===== src/hdl/keyframe_curve_evaluator_unit_assert.svh =====
// Assertion macros for the keyframe curve evaluator.
// The enclosing module must have clock and reset in scope.
`ifndef KEYFRAME_CURVE_EVALUATOR_UNIT_ASSERT_SVH
`define KEYFRAME_CURVE_EVALUATOR_UNIT_ASSERT_SVH
`ifndef NO_ASSERTIONS
`define KCE_ASSERT_IMP(label, ante, cons) \
   label: assert property (@(posedge clock) disable iff (reset) (ante) |-> (cons)) \
      else $error("kce assertion failed");
`define KCE_ASSERT_NXT(label, ante, cons) \
   label: assert property (@(posedge clock) disable iff (reset) (ante) |=> (cons)) \
      else $error("kce assertion failed");
`else
`define KCE_ASSERT_IMP(label, ante, cons)
`define KCE_ASSERT_NXT(label, ante, cons)
`endif
`endif


===== src/hdl/kce_pkg.sv =====
package kce_pkg;

   localparam int DIV_STEPS = 16;
   localparam logic [16:0] U_ONE = 17'h10000;
   localparam logic signed [59:0] ROUND_HALF = 60'sd32768;

   typedef enum logic [1:0] {
      MODE_CONST   = 2'd0,
      MODE_LINEAR  = 2'd1,
      MODE_SMOOTH  = 2'd2,
      MODE_HERMITE = 2'd3
   } mode_type;

   typedef enum logic [2:0] {
      ST_WRITTEN  = 3'd0,
      ST_FALLBACK = 3'd1,
      ST_FIRST    = 3'd2,
      ST_LAST     = 3'd3,
      ST_INTERP   = 3'd4
   } status_type;

   typedef enum logic [4:0] {
      OP_NONE   = 5'd0,
      OP_ACCEPT = 5'd1,
      OP_FIRST  = 5'd2,
      OP_LAST   = 5'd3,
      OP_SCAN   = 5'd4,
      OP_SPAN   = 5'd5,
      OP_UCHK   = 5'd6,
      OP_DIV    = 5'd7,
      OP_U2     = 5'd8,
      OP_U3     = 5'd9,
      OP_HERM   = 5'd10,
      OP_HM0    = 5'd11,
      OP_HM1    = 5'd12,
      OP_BLEND  = 5'd13,
      OP_PLO    = 5'd14,
      OP_PHI    = 5'd15,
      OP_SUM    = 5'd16,
      OP_FIN    = 5'd17
   } dp_op_type;

   typedef struct packed {
      logic [31:0] key_time;
      logic [31:0] key_value;
      mode_type    key_mode;
      logic [15:0] key_out_slope;
      logic [15:0] key_in_slope;
   } key_rec_type;

   typedef struct packed {
      dp_op_type op;
      logic      rd_en;
      logic      out_load;
   } cmd_type;

   typedef struct packed {
      logic t_le_rd;
      logic t_ge_rd;
      logic u_trivial;
      logic div_last;
   } flags_type;

endpackage


===== src/hdl/kce_ctrl.sv =====
`include "keyframe_curve_evaluator_unit_assert.svh"

module kce_ctrl
   import kce_pkg::*;
#(
   parameter int MAX_KEYS = 16
) (
   input  logic                          clock,
   input  logic                          reset,
   input  logic                          csr_write_enable,
   input  logic [4:0]                    csr_write_data,
   input  logic                          req_valid,
   input  logic                          req_type,
   output logic                          req_ready,
   output logic                          rsp_valid,
   input  logic                          rsp_ready,
   input  flags_type                     flags,
   output cmd_type                       cmd,
   output logic [$clog2(MAX_KEYS)-1:0]   rd_addr,
   output logic [$clog2(MAX_KEYS)-1:0]   seg_idx
);

   localparam int IDX_W = $clog2(MAX_KEYS);
   localparam int CNT_W = $clog2(MAX_KEYS + 1);
   localparam int CMP_W = (CNT_W > 5) ? CNT_W : 5;

   typedef enum logic [17:0] {
      S_IDLE  = 18'h00001,
      S_FIRST = 18'h00002,
      S_LAST  = 18'h00004,
      S_SCAN  = 18'h00008,
      S_SPAN  = 18'h00010,
      S_UCHK  = 18'h00020,
      S_DIV   = 18'h00040,
      S_U2    = 18'h00080,
      S_U3    = 18'h00100,
      S_HERM  = 18'h00200,
      S_HM0   = 18'h00400,
      S_HM1   = 18'h00800,
      S_BLEND = 18'h01000,
      S_PLO   = 18'h02000,
      S_PHI   = 18'h04000,
      S_SUM   = 18'h08000,
      S_FIN   = 18'h10000,
      S_DONE  = 18'h20000
   } state_type;

   state_type        state_ff, state_in;
   logic [4:0]       key_count_ff;
   logic [CNT_W-1:0] n_ff, n_in;
   logic [IDX_W-1:0] i_ff, i_in;
   logic             rsp_valid_ff, rsp_valid_in;
   logic [CMP_W-1:0] kc_wide;
   logic [CNT_W-1:0] n_m1;
   logic [IDX_W:0]   i_p1, i_p2;
   logic             out_free;

   assign kc_wide  = CMP_W'(key_count_ff);
   assign n_in     = (kc_wide > CMP_W'(MAX_KEYS)) ? CNT_W'(MAX_KEYS) : CNT_W'(kc_wide);
   assign n_m1     = n_ff - 1'b1;
   assign i_p1     = {1'b0, i_ff} + 1'b1;
   assign i_p2     = {1'b0, i_ff} + 2'd2;
   assign out_free = !rsp_valid_ff || rsp_ready;

   assign req_ready = state_ff == S_IDLE;
   assign rsp_valid = rsp_valid_ff;
   assign seg_idx   = i_ff;

   always_comb begin
      state_in     = state_ff;
      i_in         = i_ff;
      cmd.op       = OP_NONE;
      cmd.rd_en    = 1'b0;
      cmd.out_load = 1'b0;
      rd_addr      = '0;
      unique case (state_ff)
         S_IDLE: begin
            if (req_valid) begin
               cmd.op = OP_ACCEPT;
               i_in   = '0;
               if (!req_type || n_in == '0) begin
                  state_in = S_DONE;
               end else begin
                  cmd.rd_en = 1'b1;
                  state_in  = S_FIRST;
               end
            end
         end
         S_FIRST: begin
            cmd.op = OP_FIRST;
            if (flags.t_le_rd) begin
               state_in = S_DONE;
            end else begin
               cmd.rd_en = 1'b1;
               rd_addr   = n_m1[IDX_W-1:0];
               state_in  = S_LAST;
            end
         end
         S_LAST: begin
            cmd.op = OP_LAST;
            if (flags.t_ge_rd) begin
               state_in = S_DONE;
            end else begin
               cmd.rd_en = 1'b1;
               rd_addr   = i_p1[IDX_W-1:0];
               state_in  = S_SCAN;
            end
         end
         S_SCAN: begin
            cmd.op = OP_SCAN;
            // right key still at or before t: step along the table
            if (flags.t_ge_rd) begin
               i_in      = i_p1[IDX_W-1:0];
               cmd.rd_en = 1'b1;
               rd_addr   = i_p2[IDX_W-1:0];
            end else begin
               state_in = S_SPAN;
            end
         end
         S_SPAN: begin
            cmd.op   = OP_SPAN;
            state_in = S_UCHK;
         end
         S_UCHK: begin
            cmd.op   = OP_UCHK;
            state_in = flags.u_trivial ? S_U2 : S_DIV;
         end
         S_DIV: begin
            cmd.op = OP_DIV;
            if (flags.div_last) begin
               state_in = S_U2;
            end
         end
         S_U2: begin
            cmd.op   = OP_U2;
            state_in = S_U3;
         end
         S_U3: begin
            cmd.op   = OP_U3;
            state_in = S_HERM;
         end
         S_HERM: begin
            cmd.op   = OP_HERM;
            state_in = S_HM0;
         end
         S_HM0: begin
            cmd.op   = OP_HM0;
            state_in = S_HM1;
         end
         S_HM1: begin
            cmd.op   = OP_HM1;
            state_in = S_BLEND;
         end
         S_BLEND: begin
            cmd.op   = OP_BLEND;
            state_in = S_PLO;
         end
         S_PLO: begin
            cmd.op   = OP_PLO;
            state_in = S_PHI;
         end
         S_PHI: begin
            cmd.op   = OP_PHI;
            state_in = S_SUM;
         end
         S_SUM: begin
            cmd.op   = OP_SUM;
            state_in = S_FIN;
         end
         S_FIN: begin
            cmd.op   = OP_FIN;
            state_in = S_DONE;
         end
         S_DONE: begin
            if (out_free) begin
               cmd.out_load = 1'b1;
               state_in     = S_IDLE;
            end
         end
         default: begin
            state_in = S_IDLE;
         end
      endcase
   end

   assign rsp_valid_in = cmd.out_load || (rsp_valid_ff && !rsp_ready);

   always_ff @(posedge clock) begin
      if (reset) begin
         state_ff     <= S_IDLE;
         rsp_valid_ff <= 1'b0;
         key_count_ff <= '0;
      end else begin
         state_ff     <= state_in;
         rsp_valid_ff <= rsp_valid_in;
         if (csr_write_enable) begin
            key_count_ff <= csr_write_data;
         end
      end
   end

   always_ff @(posedge clock) begin
      i_ff <= i_in;
      if (state_ff == S_IDLE && req_valid) begin
         n_ff <= n_in;
      end
   end

   `KCE_ASSERT_NXT(a_eval_reads_first,
      state_ff == S_IDLE && req_valid && req_type && n_in != '0,
      state_ff == S_FIRST)
   `KCE_ASSERT_NXT(a_done_publishes, state_ff == S_DONE && out_free,
      rsp_valid_ff && state_ff == S_IDLE)
   `KCE_ASSERT_IMP(a_scan_in_table, state_ff == S_SCAN,
      (CNT_W + 1)'(i_ff) + 1'b1 < (CNT_W + 1)'(n_ff))

endmodule


===== config.mk =====
export PLATFORM = sky130hd
export DESIGN_NAME = kce_ctrl
export DESIGN_NICKNAME = d
export VERILOG_FILES = /design/src/hdl/kce_pkg.sv /design/src/hdl/kce_ctrl.sv
export VERILOG_INCLUDE_DIRS = /design/src /design/src/hdl
export SDC_FILE = /design/constraint.sdc
export NUM_CORES = 1
export LEC_CHECK = 0
export ABC_AREA = 0
export BUFFER_PORTS_ARGS = -buffer_cell sky130_fd_sc_hd__buf_2
export CAP_MARGIN = 10
export CORE_MARGIN = 2
export CORE_UTILIZATION = 50
export DETAILED_ROUTE_END_ITERATION = 16
export PLACE_DENSITY = 0.71
export SLEW_MARGIN = 5
export SYNTH_ARGS = -nofsm -noshare
export SYNTH_HDL_FRONTEND = slang
export SYNTH_SLANG_ARGS = --single-unit

===== constraint.sdc =====
create_clock -name clock -period 5.8 [get_ports clock]
set_input_delay 0.58 -clock clock [delete_from_list [all_inputs] [get_ports clock]]
set_output_delay 0.58 -clock clock [all_outputs]
set_load 0.01 [all_outputs]

==> results of run 1 <==
critical path, delay by kind of cell (launching register included):
family,cells,cell delay [ps]
and+or+nand+nor,4,1660
buffers and inverters,1,180
DFF,1,340
AOI/OAI and AO/OA,1,300
layout by cell type (no fill, tap or decap), drive strengths merged, types with 4 or more instances in the layout:
master   n
nand4b   5
nand4    4
dfxtp   24
or4      8
o21ai    6
nor3     7
or3      5
mux2i    5
nor4    12
nand2   11
inv      8
xnor2    5
nand2b   5
nor2b    6
buf     32
nor2    26
a21oi    4
and4b    4
edfxtp   8
clkbuf   5
or2      4
cell type report:
class | instances | area share [%]
inverter | 8 | 1.464
timing repair buffer | 32 | 7.932
sequential | 32 | 35.14
tap | 46 | 2.807
clock buffer | 5 | 1.830
multi-input combinational | 154 | 50.15
clock inverter | 3 | 0.6711
where the power goes:
part / switching [uW] / leakage [uW] / internal, uW
clock: 74.5 / 0.0000324 / 44.3
sequential: 16.4 / 0.000273 / 245
combinational: 68.1 / 0.000584 / 48.8
total: 159 / 0.000890 / 339
flip-flops by register name, summed over array words and instances (netlist names):
name       count
kc_wide        5
rsp_valid      1
state_ff      18
seg_idx        4
n_ff           4
per-layer routing:
layer	vias up	part of all wire [%]	routed length (um)	GRT usage, %
li1	823	-	-	-
met1	808	46	1921	30.04
met2	63	45	1913	34.51
met3	5	7.8	327	4.930
met4	0	1.2	52	7.181
met5	-	0	0	0
worst max path at each step:
stage | end | slack (ps) | cells after the start
2_1_floorplan | rd_addr[3] | 3000 | 6
3_3_place_gp | rd_addr[1] | 2850 | 5
3_5_place_dp | rd_addr[3] | 2800 | 6
4_1_cts | rd_addr[3] | 2420 | 6
5_1_grt | rd_addr[2] | 2290 | 5
6_report | rd_addr[3] | 2420 | 6
cell families after synthesis:
kind of cell	synth area share, %
muxes	2.751
adders and majority gates	2.063
and+or+nand+nor	37.14
xor gates and xnor gates	2.889
buffers and inverters	3.851
DFF	39.61
AOI/OAI and AO/OA	11.69
stage by stage:
stage	cell area, um^2	setup WS (ps)	utilization, %	instances
after floorplan	1819	3000	-	203
after global placement	1999	2849	58.53	272
after detailed placement	1999	2798	58.53	272
after CTS	2051	2417	60.04	280
after global routing	2051	2295	60.04	280
final	2051	2416	60.04	280
==> metrics.md, run 1 <==
| Metric | Value |
|---|---|
| Top cells by count, synth | `nor2_1 (26), dfxtp_1 (24), nand2_1 (11), nor4_1 (11)` |
| R2R cell count | `5` |
| CP max stage delay | `~700 ps` |
| Worst-path cell with the longest stage delay | `or4_1` |
| Worst Setup End Kind | `output pin` |
| Setup crit start | `state_ff[4]` |
| Synthesis Warnings | `0` |
| Power Dens Cells | `242.6 nW/um^2` |
| Register bit total from synthesis | `32` |
| Clk_skew | `around 6.3 ps` |
| Initial Util | `53.26%` |
| Sequential area share after synthesis | `between 30% and 40%` |
| Critical path class | `flip-flop to output pin` |
| Synth Instances | `roughly 200` |
| Startpoint class of the critical path | `flip-flop` |
| Htree depth | `2` |
| Routed length per instance | `between 15 and 20 um` |
| Layout cells sized above 1 | `between 20% and 30%` |
| Setup violators final | `0` |
| Ranking of synthesized cells by area | `dfxtp_1 (26%), edfxtp_1 (13%), nor2_1 (5.4%)` |
| Final nets | `~250` |
| Inserted Diodes | `0` |
| Final hold slack | `roughly 470 ps` |
| Post-synthesis cell area | `roughly 1800 um^2` |
| Min-delay src | `csr_write_data[2]` |
| Slew Viols, Final | `0` |
| Hold WC Path Type | `input port to flip-flop` |
| Full die area | `4137 um^2` |
| CP Max Fanout | `8` |
| Status | `complete, no violations` |
| FILL cells | `between 300 and 400` |
| Net count after synthesis | `~220` |
| Post-synth top area share | `between 20% and 30%` |
| Fmax | `~300 MHz` |
| R2r startpoint | `state_ff[8]` |
| RSZ-0062 raised after global routing | `no` |
| Multi-input logic area | `roughly 1000 um^2` |
| Vias in the first global route | `about 1600` |
| Global route total overflow | `0` |
| Die W | `between 60 and 70 um` |
| Rel. slew slack | `approximately 54%` |
| Chain of cells forming the critical path | `or4_4 > or4_1 > nor3_2 > nor2_1 > o32ai_1 > buf_2` |
| CTS Hold Bufs | `0` |
| Clock Sinks | `32` |
| Worst-path clk slew | `~100 ps` |
| Cell taking the most area after synthesis | `dfxtp_1` |
| Num CTS Buffers | `5` |
| Clock Tree Root | `clkbuf_4` |
| Final Hold Violating Endpoints | `0` |
| Most numerous cell in the Yosys netlist | `nor2_1` |
| Clock buffer depth | `2` |
| Leak | `between 0.0008 and 0.0009 uW` |
| DRC Markers | `0` |
| Top_reg_cell synth | `dfxtp_1` |
| Register area | `between 700 and 800 um^2` |
| Synth Area per Inst | `8.962 um^2` |
| Die H | `64.32 um` |
| Largest net degree at the start of global routing | `14` |
| Post-DRT Antenna Nets | `0` |
| IO Count | `32` |
| R2r endpoint | `state_ff[11]` |
| Tmin final | `3384 ps` |
| WP data required | `about 5200 ps` |
| Port buffer count | `31` |
| Tot Pwr | `between 400 and 500 uW` |
| RePlAce Congestion | `around 0.88` |
| First-pass GRT wire length | `about 7.1 mm` |
| CTS tree | `done` |
| Max-cap violations | `0` |
| Netlist cell types | `55` |
| Via count | `1699` |
| Clock Latency Late Sink | `between 300 and 400 ps` |
| Number of synthesized flops with an enable pin | `8` |
| Slew @ Worst Pin | `slightly below 700 ps` |
| FF-to-FF setup slack | `roughly 3200 ps` |
| Critical Path AT | `2800 ps` |
| Initial antenna violation count | `0` |
| Hold Path Cell Cnt | `3` |
| Post-CTS setup buffer count | `0` |
| Cells resized by post-CTS repair | `0` |
| GRT Util Overall | `about 22%` |
| DP Wirelength | `around 3.3 mm` |
| Core Area | `about 3400 um^2` |
| Starting DRC count in detailed routing | `around 140` |
| Asr flop ratio synth | `0%` |
| Setup total negative slack | `0 ps` |
| Area growth, synth to finish | `12.72%` |
| Peak supply drop | `about 0.14 mV` |
| WHS Endpoint | `kc_wide[2]` |
| Final wirelength | `roughly 4.2 mm` |
| # rows | `21` |
| Average vias per placed instance | `about 6` |
| Number of detailed-route iterations in the first pass | `4` |
| Final worst-path cycle share | `58.35%` |
No activity file was read; power rests on OpenSTA's default activity.
==> run 2, diff against run 1 <==
- PLACE_DENSITY: 0.71 -> 0.73
- clock period: 5.8 -> 2.9 ns (I/O delays scaled with it)
==> run 2 against run 1 <==
The run now ends with setup timing left; worst hold slack got worse by 280 ps; cell count increased by 5.0%; sequential cell count unchanged; non-clock buffer count increased by 14; worst setup slack got worse by 2500 ps; combinational power increased by 120%; clock power increased by 99%; clock-buffer cell count increased by 2; power increased by 100%; critical path depth unchanged; largest cell class unchanged.
==> metrics.md, run 2 (synthesis results as in run 1) <==
| Metric | Value |
|---|---|
| FF-to-FF setup slack | `roughly 60 ps` |
| Area growth, synth to finish | `22.76%` |
| Tot Pwr | `between 1000 and 1500 uW` |
| Final Cell Area | `around 2200 um^2` |
| RSZ-0062 raised after global routing | `yes` |
| Critical path class | `flip-flop to output pin` |
| Fmax | `about 340 MHz` |
| Number of detailed-route iterations in the first pass | `4` |
| Most common cell after layout, fill and taps aside | `buf_2` |
| Inserted Diodes | `0` |
| Failing checks | `setup timing` |
| Clock Latency Late Sink | `330 ps` |
| Final nets | `about 270` |
| Clk_skew | `roughly 7.8 ps` |
| Average vias per placed instance | `6.095` |
| CP Max Fanout | `5` |
| Setup violators final | `7` |
| Clock Tree Root | `clkbuf_4` |
| DRC Markers | `0` |
| PnR worst setup slack | `-61.43 ps` |
| Final wirelength | `~4.6 mm` |
| Max-cap violations | `0` |
| Leak | `between 0.0009 and 0.001 uW` |
| Critical Path AT | `2670 ps` |
| FILL cells | `approximately 290` |
| Post-DRT Antenna Nets | `0` |
| Initial Util | `about 53%` |
| CTS tree | `done` |
| Sequential power share | `around half` |
| First-pass GRT wire length | `7.617 mm` |
| Worst Setup End Kind | `output pin` |
| Die H | `64.32 um` |
| Clock Sinks | `32` |
| Via count | `roughly 1800` |
| CTS Hold Bufs | `0` |
| Worst-path cell with the longest stage delay | `or4_4` |
| Power Internal | `roughly 700 uW` |
| Crit path top cell by count | `or4_4` |
| GRT Util Overall | `23.52%` |
| DP Wirelength | `3.210 mm` |
| Slew @ Worst Pin | `between 500 and 600 ps` |
| Largest net degree at the start of global routing | `13` |
| Slew Viols, Final | `0` |
| Multi-input logic area | `between 1000 and 1500 um^2` |
| Layout cells sized above 1 | `around 32%` |
| Port buffer count | `31` |
| Status | `finished, violations left` |
| Die W | `roughly 64 um` |
| Most frequent cells in the layout | `buf_2 (31), nor2_1 (24), dfxtp_1 (20), buf_4 (15), nand2_1 (11)` |
| Placed Area | `approximately 2000 um^2` |
| IO Count | `32` |
| Worst-path clk slew | `100 ps` |
| Comb power frac | `25.2%` |
| CP max stage delay | `between 500 and 600 ps` |
| Final worst-path cycle share | `102.1%` |
| Num CTS Buffers | `5` |
| Crit path buf inv count | `1` |
| Number of flip-flops in the largest register | `18` |
| WP data required | `2610 ps` |
| # rows | `21` |
| Core Area | `between 3000 and 4000 um^2` |
| Reg with most FFs | `state_ff` |
| Final Hold Violating Endpoints | `0` |
| Tmin final | `roughly 3000 ps` |
| Initial antenna violation count | `0` |
| Routed length per instance | `15.51 um` |
| Rel. slew slack | `62.77%` |
| Hold WC Path Type | `input port to flip-flop` |
| Htree depth | `2` |
| Full die area | `approximately 4100 um^2` |
| RePlAce Congestion | `0.9359` |
| Global route total overflow | `0` |
| Power Dens Cells | `roughly 460 nW/um^2` |
| Switching share of power | `between 30% and 40%` |
| Peak supply drop | `0.2436 mV` |
| Startpoint class of the critical path | `flip-flop` |
| Clock buffer depth | `2` |
| Clk pwr share | `roughly a quarter` |
| Starting DRC count in detailed routing | `69` |
| Register area | `730.7 um^2` |
| Vias in the first global route | `approximately 1600` |
| Chain of cells forming the critical path | `or4_4 > or4_4 > or4_4 > or4b_4 > or3b_1 > buf_2` |
| Critical path's top delay family | `simple AND/OR/NAND/NOR gates` |
| Post-Place Setup Slack | `201.9 ps` |
| P_sw | `321.3 uW` |
-- run 2: layout make-up --
| class | instances | area share (%) |
|---|---|---|
| clock inverters | 1 | 0.1681 |
| repair buffers | 46 | 11.99 |
| flip-flops and latches | 32 | 32.72 |
| well taps | 46 | 2.577 |
| clock buffers | 7 | 2.017 |
| multi-input cells | 154 | 49.19 |
| inverters | 8 | 1.345 |
-- run 2: metrics by stage --
stage / util, % / cells / hold WS (ps) / TNS (ps)
after floorplan: - / 203 / 430.4 / 0
after global placement: 58.97 / 274 / 468.9 / 0
after detailed placement: 58.97 / 274 / 474.1 / 0
after CTS: 64.21 / 293 / 181.3 / -59.84
after global routing: 65.38 / 294 / 186.2 / -886.2
final: 65.38 / 294 / 190.9 / -213.2
-- run 2: what timing repair did --
action	4_1_cts	5_1_grt
resized for setup	12	9
setup endpoints to repair	7	11
setup buffers	11	1
pin swaps	7	6
-- run 2: path summary, 6_finish.rpt --
path                                         from          end  cells after the start
worst max-delay path                  state_ff[2]       cmd[3]                      6
worst min-delay path            csr_write_data[4]   kc_wide[4]                      3
worst max register to register        state_ff[2]  state_ff[0]                     12
worst min register to register          rsp_valid    rsp_valid                      2
-- run 2: power groups by stage --
stage | clock network, uW | registers (uW) | logic [uW]
3_3_place_gp | 0 | 531 | 236
5_1_grt | 265 | 529 | 283
3_5_place_dp | 0 | 531 | 234
6_report | 237 | 524 | 257
4_1_cts | 244 | 522 | 249
2_1_floorplan | 0 | 528 | 163
-- run 2: metal layers --
metal / global-route usage [%] / share of wire, % / routed length [um]
met1: 33.44 / 45 / 2070
met2: 35.55 / 46 / 2100
met3: 5.458 / 7.1 / 323
met4: 6.915 / 1.4 / 65
met5: 0 / 0 / 0
-- run 2: worst min-delay path: cells and delay by family --
family	cells	cell delay [ps]
muxes	1	60
and+or+nand+nor	1	70
buffers and inverters	1	80
==> run 3, diff against run 2 <==
- CELL_PAD_IN_SITES_DETAIL_PLACEMENT: not set -> 0
- CELL_PAD_IN_SITES_GLOBAL_PLACEMENT: not set -> 1
- CORE_UTILIZATION: 50 -> 38
- PLACE_DENSITY: 0.73 -> 0.74
- clock period: 2.9 -> 2.6 ns (I/O delays scaled with it)
==> run 3 against run 2 <==
The flow still finishes with violations (setup timing); sequential cell count unchanged; critical path depth unchanged; power increased by 37%; sequential share of layout area decreased by 3.3 points; final area increased by 9.9%; worst setup slack got worse by 200 ps; die area increased by 29%; non-clock buffer count increased by 20; combinational power increased by 40%; first-iteration DRC count increased by 51%; via count decreased by 1.5%; utilization decreased by 13 points; highest routed layer unchanged.
==> metrics.md, run 3 (synthesis results as in run 1) <==
| Metric | Value |
|---|---|
| Status | `finished, violations left` |
| Failing checks | `setup timing` |
| Initial antenna violation count | `0` |
| CTS tree | `done` |
| Number of detailed-route iterations in the first pass | `4` |
| CTS Hold Bufs | `0` |
| Starting DRC count in detailed routing | `roughly 100` |
| Layout cells sized above 1 | `a little over a third` |
| RePlAce Congestion | `about 0.87` |
| Dpl cells | `between 300 and 400` |
| Slew @ Worst Pin | `~570 ps` |
| Final Hold Violating Endpoints | `0` |
| Tmin final | `2863 ps` |
| Clock buffer depth | `2` |
| Setup total negative slack | `-1777 ps` |
| Clock Latency Late Sink | `290 ps` |
| Fin cells | `roughly 320` |
| Port buffer count | `31` |
| WP data required | `approximately 2300 ps` |
| GRT Util Overall | `about a fifth` |
| R2r endpoint | `state_ff[0]` |
| Final hold slack | `about 210 ps` |
| Critical path's top delay family | `simple AND/OR/NAND/NOR gates` |
| Number of flip-flops in the largest register | `18` |
| Leak | `0.001098 uW` |
| Average vias per placed instance | `5.484` |
| Core Area | `~4700 um^2` |
| Critical path depth in cells | `6` |
| Final Cell Area | `~2500 um^2` |
| Peak supply drop | `0.2943 mV` |
| Largest net degree at the start of global routing | `14` |
| # rows | `25` |
| CP Max Fanout | `4` |
| Num CTS Buffers | `5` |
| DRC Markers | `0` |
| Htree depth | `2` |
| Tot Pwr | `1396 uW` |
| Clock Sinks | `32` |
| Slew Viols, Final | `0` |
| Final nets | `approximately 290` |
| Worst setup path end | `cmd[3]` |
| Worst-path clk slew | `about 60 ps` |
| Setup violators final | `9` |
| Reg with most FFs | `state_ff` |
| Vias in the first global route | `roughly 1600` |
| Post-DRT Antenna Nets | `0` |
| Area growth, synth to finish | `34.87%` |
| Initial Util | `around two fifths` |
| Critical Path AT | `around 2600 ps` |
| Rel. slew slack | `between 60 and 70%` |
| Critical path class | `flip-flop to output pin` |
| Clock Tree Root | `clkbuf_8` |
| Chain of cells forming the critical path | `or4_4 > or4_4 > or4_4 > or4b_4 > or3b_1 > buf_2` |
| Routed length per instance | `15.28 um` |
| DP Wirelength | `between 3 and 4 mm` |
| RSZ-0062 raised after global routing | `yes` |
| Global route total overflow | `0` |
| CP max stage delay | `about 550 ps` |
| IO Count | `32` |
| Crit path top cell by count | `or4_4` |
| Most frequent cells in the layout | `buf_4 (34), buf_2 (31), nor2_1 (25), dfxtp_1 (23), nor4_1 (11)` |
| Most common cell after layout, fill and taps aside | `buf_4` |
| Final wirelength | `slightly below 5 mm` |
| Hold WC Path Type | `input port to flip-flop` |
| Die H | `roughly 73 um` |
| Inserted Diodes | `0` |
| Full die area | `around 5400 um^2` |
| Setup crit start | `state_ff[6]` |
| R2r startpoint | `state_ff[6]` |
| Power Dens Cells | `~570 nW/um^2` |
| R2R cell count | `7` |
| Die W | `between 70 and 80 um` |
| Via count | `approximately 1800` |
| PnR worst setup slack | `-262.7 ps` |
| Crit path buf inv count | `1` |
| Clk_skew | `between 7 and 8 ps` |
| First-pass GRT wire length | `8.079 mm` |
| FF-to-FF setup slack | `approximately 120 ps` |
| Fmax | `349.3 MHz` |
| Startpoint class of the critical path | `flip-flop` |
| Worst Setup End Kind | `output pin` |
| Max-cap violations | `0` |
| Final worst-path cycle share | `110.1%` |
| Placed Area | `2255 um^2` |
| Worst-path cell with the longest stage delay | `or4_4` |
run 3: worst min path at each step:
stage / from / endpoint / slack (ps) / cells past startpoint
detailed placement: rsp_valid / rsp_valid / 470 / 2
floorplan: flags[1] / state_ff[7] / 400 / 2
global placement: rsp_valid / rsp_valid / 460 / 2
finish: csr_write_data[2] / kc_wide[2] / 210 / 3
CTS: csr_write_data[4] / kc_wide[4] / 210 / 3
global route: csr_write_data[3] / kc_wide[3] / 220 / 3
run 3: area by class of cell:
cell class / count / area [um^2]
fill: 447 / 2207
tap: 54 / 67.56
multi-input combinational: 154 / 1097
clock inverter: 3 / 37.54
sequential: 32 / 721.9
inverter: 8 / 30.03
clock buffer: 5 / 68.82
timing repair buffer: 66 / 430.4
run 3: metal layers:
| metal | vias to the layer above | GRT usage [%] | share of wire (%) |
|---|---|---|---|
| met3 | 4 | 4.420 | 5.4 |
| met5 | - | 0 | 0 |
| met1 | 825 | 29.00 | 49 |
| met2 | 48 | 28.93 | 45 |
| met4 | 0 | 5.350 | 1.0 |
| li1 | 889 | - | - |
run 3: where the power goes:
group	switching, uW	internal (uW)
clock	185	279
sequential	26.2	548
combinational	189	169
run 3: tightest hold or removal path, cell delays in order:
cell and delay, ps:
buf_2 70, mux2i_1 50, nor2_1 70
run 3: stage by stage:
step / setup slack, ps / utilization, %
floorplan: 120.1 / -
global placement: -43.04 / 48.38
detailed placement: -71.34 / 48.38
CTS: -262.4 / 51.73
global route: -334.4 / 52.64
finish: -262.7 / 52.64
run 3: what timing repair did:
| action | CTS | global route |
|---|---|---|
| endpoints found under the setup margin | 9 | 9 |
| setup buffers | 3 | 0 |
| endpoints found under the hold margin | 0 | 0 |
| gates resized for setup | 7 | 7 |
| pin swaps | 8 | 4 |
